## src/rgb_to_hsv_pixel_macros.svh

```systemverilog
// ---------------------------------------------------------------------------
// RGB to HSV pixel converter assertion macros
// Shared concurrent assertion forms, clocked on aclk and disabled in reset.
// ---------------------------------------------------------------------------
`ifndef RGB_TO_HSV_PIXEL_MACROS_SVH
`define RGB_TO_HSV_PIXEL_MACROS_SVH

// Consequent must hold in the same cycle as the antecedent.
`define RTH_ASSERT_NOW(lbl, ant, cons) \
    lbl: assert property (@(posedge aclk) disable iff (!aresetn) (ant) |-> (cons)) \
        else $error("rgb_to_hsv_pixel: same-cycle check failed");

// Consequent must hold in the cycle after the antecedent.
`define RTH_ASSERT_NEXT(lbl, ant, cons) \
    lbl: assert property (@(posedge aclk) disable iff (!aresetn) (ant) |=> (cons)) \
        else $error("rgb_to_hsv_pixel: next-cycle check failed");

`endif

```

## src/rth_pkg.sv

```systemverilog
// ---------------------------------------------------------------------------
// RGB to HSV pixel converter package
// Payload types, stage records, constants and the divider step function.
// ---------------------------------------------------------------------------
package rth_pkg;

    localparam int CHAN_W     = 8;
    localparam int HUE_W      = 8;
    localparam int PCT_W      = 7;
    localparam int NUM_W      = 15;  // widest dividend: 255 * 100
    localparam int QUO_W      = 7;   // widest quotient: 100
    localparam int DIV_STAGES = 4;   // up to two quotient bits per stage

    localparam logic [HUE_W-1:0] HUE_GREEN = 8'd60;
    localparam logic [HUE_W-1:0] HUE_BLUE  = 8'd120;
    localparam logic [HUE_W-1:0] HUE_WRAP  = 8'd180;

    typedef struct packed {
        logic [CHAN_W-1:0] red;
        logic [CHAN_W-1:0] green;
        logic [CHAN_W-1:0] blue;
    } pixel_t;

    typedef struct packed {
        logic [HUE_W-1:0] hue;
        logic [PCT_W-1:0] saturation;
        logic [PCT_W-1:0] brightness;
    } hsv_t;

    typedef enum logic [1:0] {
        SEC_RED,
        SEC_GREEN,
        SEC_BLUE
    } sector_t;

    // After the max/min compare.
    typedef struct packed {
        logic [CHAN_W-1:0] mx;
        logic [CHAN_W-1:0] mn;
        logic signed [CHAN_W:0] diff;
        sector_t           sector;
    } stg_a_t;

    // Dividends and divisors ready.
    typedef struct packed {
        logic [NUM_W-1:0]  num_h;
        logic [NUM_W-1:0]  num_s;
        logic [NUM_W-1:0]  x_v;
        logic [CHAN_W-1:0] d;
        logic [CHAN_W-1:0] mx;
        logic              neg;
        logic              gray;
        logic              mx_zero;
        sector_t           sector;
    } stg_b_t;

    // One divider stage.
    typedef struct packed {
        logic [NUM_W-1:0]  rem_h;
        logic [NUM_W-1:0]  rem_s;
        logic [CHAN_W-1:0] dv_h;
        logic [CHAN_W-1:0] dv_s;
        logic [QUO_W-1:0]  q_h;
        logic [QUO_W-1:0]  q_s;
        logic [NUM_W-1:0]  x_v;
        logic [PCT_W-1:0]  val;
        logic              neg;
        logic              gray;
        logic              mx_zero;
        sector_t           sector;
    } stg_c_t;

    typedef struct packed {
        logic [NUM_W-1:0] rem;
        logic             qbit;
    } div_res_t;

    // One restoring division step for quotient bit k.
    function automatic div_res_t div_bit(input logic [NUM_W-1:0] rem,
                                         input logic [CHAN_W-1:0] dvs,
                                         input logic [2:0] k);
        logic [NUM_W-1:0] sh;
        div_res_t         res;
        sh = NUM_W'(dvs) << k;
        if (rem >= sh) begin
            res.rem  = rem - sh;
            res.qbit = 1'b1;
        end else begin
            res.rem  = rem;
            res.qbit = 1'b0;
        end
        return res;
    endfunction

endpackage

```

## src/rgb_to_hsv_pixel.sv

```systemverilog
// ---------------------------------------------------------------------------
// RGB to HSV pixel converter
// Converts one 8-bit RGB pixel per cycle, when not stalled, into hue, saturation and value.
// ---------------------------------------------------------------------------
// The input channel (s_valid, s_ready, s_data) takes one pixel per transfer,
// and the result channel (m_valid, m_ready, m_data) gives one HSV triple per
// transfer, in the order the pixels came in. Hue is in half degrees, 0..179;
// saturation and value are in percent, 0..100.
// The datapath is a seven-stage pipeline: max/min compare, dividend
// products, four restoring divider stages (up to two quotient bits each,
// with the value scaling carried alongside) and the output register that
// also applies the sector offset. An accepted pixel passes through the
// stage registers in order. Throughput is one pixel per cycle while the
// receiver does not stall; every stage has its own valid bit.
// When the receiver holds m_ready low, the stages fill up behind the
// output register: empty stages still take data, so bubbles close up, and
// s_ready falls only once every stage holds a pixel. Nothing is dropped or
// repeated. Synchronous reset clears all valid bits; the payload registers
// are not reset, and the block is ready in the first cycle after reset.
// ---------------------------------------------------------------------------
`include "rgb_to_hsv_pixel_macros.svh"

module rgb_to_hsv_pixel
    import rth_pkg::*;
(
    input  logic   aclk,
    input  logic   aresetn,
    input  logic   s_valid,
    output logic   s_ready,
    input  pixel_t s_data,
    output logic   m_valid,
    input  logic   m_ready,
    output hsv_t   m_data
);

    stg_a_t a_reg, a_next;
    logic   a_valid_reg;
    stg_b_t b_reg, b_next;
    logic   b_valid_reg;
    stg_c_t c_reg  [DIV_STAGES];
    stg_c_t c_next [DIV_STAGES];
    logic   c_valid_reg [DIV_STAGES];
    hsv_t   m_data_reg, m_data_next;
    logic   m_valid_reg;

    // A stage may load when it is empty or its content moves on.
    logic en_out;
    logic en_c [DIV_STAGES];
    logic en_b;
    logic en_a;

    always_comb begin
        en_out = !m_valid_reg || m_ready;
        en_c[DIV_STAGES-1] = !c_valid_reg[DIV_STAGES-1] || en_out;
        for (int j = DIV_STAGES - 2; j >= 0; j--) begin
            en_c[j] = !c_valid_reg[j] || en_c[j+1];
        end
        en_b = !b_valid_reg || en_c[0];
        en_a = !a_valid_reg || en_b;
    end

    assign s_ready = en_a;
    assign m_valid = m_valid_reg;
    assign m_data  = m_data_reg;

    // Stage A: channel maximum, minimum and the winning sector. On ties the
    // later sector wins, so blue beats green and green beats red.
    always_comb begin
        a_next.mx = s_data.red;
        a_next.mn = s_data.red;
        if (s_data.green > a_next.mx) a_next.mx = s_data.green;
        if (s_data.blue  > a_next.mx) a_next.mx = s_data.blue;
        if (s_data.green < a_next.mn) a_next.mn = s_data.green;
        if (s_data.blue  < a_next.mn) a_next.mn = s_data.blue;
        priority if (s_data.blue >= s_data.red && s_data.blue >= s_data.green) begin
            a_next.sector = SEC_BLUE;
            a_next.diff   = $signed({1'b0, s_data.red}) - $signed({1'b0, s_data.green});
        end else if (s_data.green >= s_data.red) begin
            a_next.sector = SEC_GREEN;
            a_next.diff   = $signed({1'b0, s_data.blue}) - $signed({1'b0, s_data.red});
        end else begin
            a_next.sector = SEC_RED;
            a_next.diff   = $signed({1'b0, s_data.green}) - $signed({1'b0, s_data.blue});
        end
    end

    // Stage B: spread and the dividends. Truncating division is symmetric,
    // so the hue quotient is formed on the magnitude and the sign is kept.
    always_comb begin
        logic [CHAN_W:0] mag;
        b_next.d       = a_reg.mx - a_reg.mn;
        b_next.neg     = a_reg.diff[CHAN_W];
        mag            = b_next.neg ? (CHAN_W+1)'(-a_reg.diff) : (CHAN_W+1)'(a_reg.diff);
        b_next.num_h   = NUM_W'(mag[CHAN_W-1:0]) * NUM_W'(60);
        b_next.num_s   = NUM_W'(b_next.d) * NUM_W'(100);
        b_next.x_v     = NUM_W'(a_reg.mx) * NUM_W'(100);
        b_next.mx      = a_reg.mx;
        b_next.gray    = (b_next.d == '0);
        b_next.mx_zero = (a_reg.mx == '0);
        b_next.sector  = a_reg.sector;
    end

    // Divider stages. Each handles up to two quotient bits of both divisions. The
    // value is x / 255 for x = 100 * mx: the first stage takes the estimate
    // x * 257 >> 16, which is low by at most one, and the second corrects it.
    always_comb begin
        stg_c_t           cur;
        div_res_t         rh;
        div_res_t         rs;
        logic [23:0]      prod;
        logic [NUM_W-1:0] rem_v;
        for (int j = 0; j < DIV_STAGES; j++) begin
            if (j == 0) begin
                cur.rem_h   = b_reg.num_h;
                cur.rem_s   = b_reg.num_s;
                cur.dv_h    = b_reg.d;
                cur.dv_s    = b_reg.mx;
                cur.q_h     = '0;
                cur.q_s     = '0;
                cur.x_v     = b_reg.x_v;
                cur.val     = '0;
                cur.neg     = b_reg.neg;
                cur.gray    = b_reg.gray;
                cur.mx_zero = b_reg.mx_zero;
                cur.sector  = b_reg.sector;
            end else begin
                cur = c_reg[j-1];
            end
            for (int s = 0; s < 2; s++) begin
                if (QUO_W - 1 - 2 * j - s >= 0) begin
                    rh = div_bit(cur.rem_h, cur.dv_h, 3'(QUO_W - 1 - 2 * j - s));
                    rs = div_bit(cur.rem_s, cur.dv_s, 3'(QUO_W - 1 - 2 * j - s));
                    cur.rem_h = rh.rem;
                    cur.rem_s = rs.rem;
                    cur.q_h[3'(QUO_W - 1 - 2 * j - s)] = rh.qbit;
                    cur.q_s[3'(QUO_W - 1 - 2 * j - s)] = rs.qbit;
                end
            end
            if (j == 0) begin
                prod    = 24'(cur.x_v) * 24'd257;
                cur.val = prod[22:16];
            end else if (j == 1) begin
                rem_v = cur.x_v - NUM_W'(cur.val) * NUM_W'(255);
                if (rem_v >= NUM_W'(255)) begin
                    cur.val = cur.val + PCT_W'(1);
                end
            end
            c_next[j] = cur;
        end
    end

    // Output stage: halve the hue quotient toward zero and add the sector
    // offset. Only the red sector can go negative; it wraps by 180. A
    // negative quotient that halves to zero gives hue 0.
    always_comb begin
        stg_c_t            last;
        logic [HUE_W-1:0]  half;
        last = c_reg[DIV_STAGES-1];
        half = HUE_W'(last.q_h[QUO_W-1:1]);
        if (last.gray) begin
            m_data_next.hue = '0;
        end else begin
            unique case (last.sector)
                SEC_RED: begin
                    m_data_next.hue = (last.neg && half != '0) ? HUE_WRAP - half : half;
                end
                SEC_GREEN: begin
                    m_data_next.hue = last.neg ? HUE_GREEN - half : HUE_GREEN + half;
                end
                SEC_BLUE: begin
                    m_data_next.hue = last.neg ? HUE_BLUE - half : HUE_BLUE + half;
                end
                default: begin
                    m_data_next.hue = '0;
                end
            endcase
        end
        m_data_next.saturation = last.mx_zero ? '0 : last.q_s;
        m_data_next.brightness = last.val;
    end

    // Valid bits.
    always_ff @(posedge aclk) begin
        if (!aresetn) begin
            a_valid_reg <= 1'b0;
            b_valid_reg <= 1'b0;
            for (int j = 0; j < DIV_STAGES; j++) begin
                c_valid_reg[j] <= 1'b0;
            end
            m_valid_reg <= 1'b0;
        end else begin
            if (en_a) a_valid_reg <= s_valid;
            if (en_b) b_valid_reg <= a_valid_reg;
            if (en_c[0]) c_valid_reg[0] <= b_valid_reg;
            for (int j = 1; j < DIV_STAGES; j++) begin
                if (en_c[j]) c_valid_reg[j] <= c_valid_reg[j-1];
            end
            if (en_out) m_valid_reg <= c_valid_reg[DIV_STAGES-1];
        end
    end

    // Payload registers.
    always_ff @(posedge aclk) begin
        if (en_a) a_reg <= a_next;
        if (en_b) b_reg <= b_next;
        for (int j = 0; j < DIV_STAGES; j++) begin
            if (en_c[j]) c_reg[j] <= c_next[j];
        end
        if (en_out) m_data_reg <= m_data_next;
    end

    // A presented result is always in range.
    `RTH_ASSERT_NOW(a_out_range, m_valid_reg,
        m_data_reg.hue < HUE_WRAP && m_data_reg.saturation <= PCT_W'(100) &&
        m_data_reg.brightness <= PCT_W'(100))
    // An accepted pixel is held in the first stage.
    `RTH_ASSERT_NEXT(a_in_captured, s_valid && s_ready, a_valid_reg)
    // A stalled last divider stage keeps its item.
    `RTH_ASSERT_NEXT(a_tail_holds,
        c_valid_reg[DIV_STAGES-1] && m_valid_reg && !m_ready,
        c_valid_reg[DIV_STAGES-1] && $stable(c_reg[DIV_STAGES-1]))
    // A result only appears when the last divider stage held one.
    `RTH_ASSERT_NOW(a_out_source, $rose(m_valid_reg), $past(c_valid_reg[DIV_STAGES-1]))

endmodule
```

## config.mk

```make
export PLATFORM = sky130hd
export DESIGN_NAME = rgb_to_hsv_pixel
export DESIGN_NICKNAME = d
export VERILOG_FILES = /design/src/rth_pkg.sv /design/src/rgb_to_hsv_pixel.sv
export VERILOG_INCLUDE_DIRS = /design/src /design/src/src
export SDC_FILE = /design/constraint.sdc
export NUM_CORES = 1
export LEC_CHECK = 0
export BUFFER_PORTS_ARGS = -buffer_cell sky130_fd_sc_hd__buf_2
export CORE_AREA = 2 2 202 204
export DETAILED_ROUTE_END_ITERATION = 8
export DIE_AREA = 0 0 204 206
export PLACE_DENSITY = 0.71
export SYNTH_ARGS = -nofsm -noshare
export SYNTH_HDL_FRONTEND = slang
export SYNTH_SLANG_ARGS = --single-unit
```

## constraint.sdc

```tcl
create_clock -name aclk -period 11.6 [get_ports aclk]
set_input_delay 0.58 -clock aclk [delete_from_list [all_inputs] [get_ports aclk]]
set_output_delay 0.58 -clock aclk [all_outputs]
set_load 0.02 [all_outputs]
```

==> flow_summary_export.csv <==
group,metric,value,unit
status,outcome,"complete, no violations",
detailed_routing,route.met2.wl,21400,um
setup_path,path_common_cell,"inv_1",
setup_path,ff2ff_path_depth,18,
detailed_routing,drt_first_pass_iters,5,
finish,post-route-util,58.7,%
floorplan,design.core.area,40200,um^2
setup_path,r2r-start,"c_reg[0][7]$_DFFE_PP_",
setup_path,slowest_delay,760,ps
clock_network,root_buffer,"clkbuf_16",
floorplan,start_util,53.9,%
grt,track_usage,21.6,%
placement,gp_congestion,0.925,
sta,finClkSkew,21.5,ps
finish,largest_reg_flops,175,
yosys,synth_mux_area_share,4.82,%
setup_path,rr_endpoint,"c_reg[1][10]$_DFFE_PP_",
yosys,synthTopCellsByCount,"287 x ha_1, 275 x edfxtp_1, 265 x inv_1",
yosys,synth_top_family_by_area,"adder cells",
yosys,yosys.area_share.simple,10.5,%
finish,antenna_cells,0,
setup_path,critical_path.cell_chain,"inv_1 -> fa_1 -> inv_1 -> ha_1 -> inv_1 -> fa_1 -> inv_1 -> fa_1 -> inv_1 -> ha_1 -> or3_1 -> a21oi_1 -> o221ai_1 -> a41oi_1 -> mux2_2 -> nor4_2 -> nor4_1 -> xnor2_1",
worst_hold_path,hold_end,"a_valid_reg$_SDFFE_PN0P_",
floorplan,die_h,206,um
setup_path,cp-end-kind,"register",
sta,max_freq,168,MHz
finish,final_nets,2479,
grt,grt_max_degree,62,
finish,fill_cells,3297,
sta,final-hold-violation-count,0,
yosys,ys_warn_count,0,
floorplan,die_x,204,um
detailed_routing,antenna_left,0,
yosys,synth-edff-count,275,
setup_path,cp-start-kind,"register",
clock_network,cts_resized,0,
sta,rsz0062_at_grt,"false",
sta,setup_viol,0,
yosys,syn_inst,2032,
worst_hold_path,hp-class,"input port to register",
yosys,synth-seq-cells,281,
setup_path,worstPathRequired,11870,ps
sta,fin_crit,5950,ps
setup_path,cp_slowest_cell,"nor4_2",
detailed_routing,dr_wl_met3,1620,um
run,drv_cap,0,
yosys,synth_top_flop_cell,"edfxtp_1",
detailed_routing,routed_wl,43800,um
finish,layout-drive-gt1-share,8.46,%
setup_path,r2r_slack,5650,ps
detailed_routing,top_layer_used,"met4",
worst_hold_path,hp-start,"s_valid",
sta,slew_violations,0,
yosys,synthXorXnorAreaFrac,5.67,%
clock_network,cts.clk_slew.worst_paths,70,ps
yosys,synth_async_sr_flop_share,0,%
sta,hold_ws,287,ps
grt,grt_pass1_vias,15400,
yosys,synth_compound_area_share,13.0,%
detailed_routing,wl_per_cell,16.5,um
floorplan,io_pins,52,
worst_hold_path,whs_path_depth,3,
grt,grt_pass1_wl,73400,um
clock_network,cts_setup_buffers,0,
detailed_routing,vias_per_cell,5.64,
clock_network,cts_buffer_depth,3,
yosys,avgSynthCellArea,10.6,um^2
yosys,ys_seq_area_share,38.7,%
sta,relSlewSlack,24.1,%
grt,grt_remaining_overflow,0,
floorplan,die_area,42000,um^2
yosys,yosys.cell_types.count,83,
detailed_routing,drt-initial-drc-count,766,
sta,worst_slew_pin_slew,1140,ps
placement,place_hpwl,34700,um
setup_path,cp_max_fo,8,
detailed_routing,vias,15000,
sta,timing.setup.tns,0,ps
detailed_routing,drt-met1-wl,19100,um
clock_network,cts_hold_buf,0,
yosys,synth_area,21600,um^2
yosys,synth_area_leaders,"edfxtp_1 38%, ha_1 17%, fa_1 5.6%, inv_1 4.6%, xnor2_1 3.9%",
placement,io_buffers,48,
clock_network,cts_tree,"done",
floorplan,rows,74,
setup_path,path_class,"register to register",
sta,period_share,51.3,%
yosys,synth.most_common_cell,"ha_1",
clock_network,cts_max_level,2,
clock_network,clock-sinks,281,
yosys,synth_top_area_cell,"edfxtp_1",
yosys,synth_top_area_share,38.2,%
clock_network,clock_latency,530,ps
grt,antenna_found_initial,0,
yosys,synth_adder_area_share,22.1,%
finish,area_growth,8.94,%
setup_path,arrival,6230,ps
detailed_routing,drc,0,
clock_network,cts_buffers,34,
## critical path: cells and delay by family, from the launching register on
kind                       cells  cell delay (ps)
AOI/OAI and AO/OA              3              690
xor gates and xnor gates       1              180
adders and majority gates      5             2260
buffers and inverters          5              470
DFF                            1              480
muxes                          1              370
and+or+nand+nor                3             1250
## cell families (layout without fill, tap and decap cells)
logic type	after synthesis	count (layout)
compound gates	445	445
simple gates	437	437
fa+ha+maj	347	347
buf+inv	285	379
flops	281	281
xor+xnor	140	140
mux	96	96
other cells	1	3
## worst max-delay path by stage
stage                                       from                     end  slack (ps)  cells after the start
after floorplan           c_reg[0][10]$_DFFE_PP_  c_reg[1][10]$_DFFE_PP_        6350                     16
after global placement     c_reg[0][7]$_DFFE_PP_   c_reg[1][9]$_DFFE_PP_        5790                     18
after detailed placement   c_reg[0][7]$_DFFE_PP_  c_reg[1][10]$_DFFE_PP_        5600                     18
after CTS                  c_reg[0][7]$_DFFE_PP_  c_reg[1][10]$_DFFE_PP_        5600                     18
after global routing       c_reg[0][7]$_DFFE_PP_  c_reg[1][10]$_DFFE_PP_        5100                     18
final                      c_reg[0][7]$_DFFE_PP_  c_reg[1][10]$_DFFE_PP_        5650                     18
## final cells by class
cell class,count,area (um^2),share of cell area (%)
Clock buffer,37,883,3.75
Timing Repair Buffer,54,285,1.21
Sequential cell,281,8380,35.5
Multi-Input combinational cell,1468,12200,51.7
Tap cell,532,666,2.82
Inverter,265,995,4.22
Clock inverter,23,184,0.780
## layer usage
metal	vias up	track usage [%]
met3	112	2.76
met1	7139	26.5
met2	298	38.3
li1	7457	-
met4	0	9.16
met5	-	0
## per-stage QoR
stage | area (um^2) | std cells | worst slack (ps)
after floorplan | 21600 | 2034 | 6350
after detailed placement | 22500 | 2600 | 5600
after CTS | 23600 | 2660 | 5600
after global placement | 22500 | 2600 | 5790
after global routing | 23600 | 2660 | 5100
final | 23600 | 2660 | 5650
## placed cells by master, fill, tap and decap left out, types with 10 or more instances in the layout
master     count
a211oi_1      12
a21boi_0      10
a21o_1        40
a21oi_1      151
a31oi_1       15
buf_2         48
clkbuf_16     35
clkinv_2      10
edfxtp_1     275
fa_1          60
ha_1         287
inv_1        263
mux2_2        36
mux2i_1       48
nand2_1       95
nand2b_1      26
nand3_1       20
nand4_1       24
nor2_1        99
nor2b_1       44
nor3_1        29
nor4_1        12
o21a_1        27
o21ai_0       85
o21bai_1      23
o31ai_1       16
or3_1         25
xnor2_1       96
xor2_1        44
Power is not shown: default switching activity piles up to over one toggle a cycle in this logic, so the estimate is an artifact.
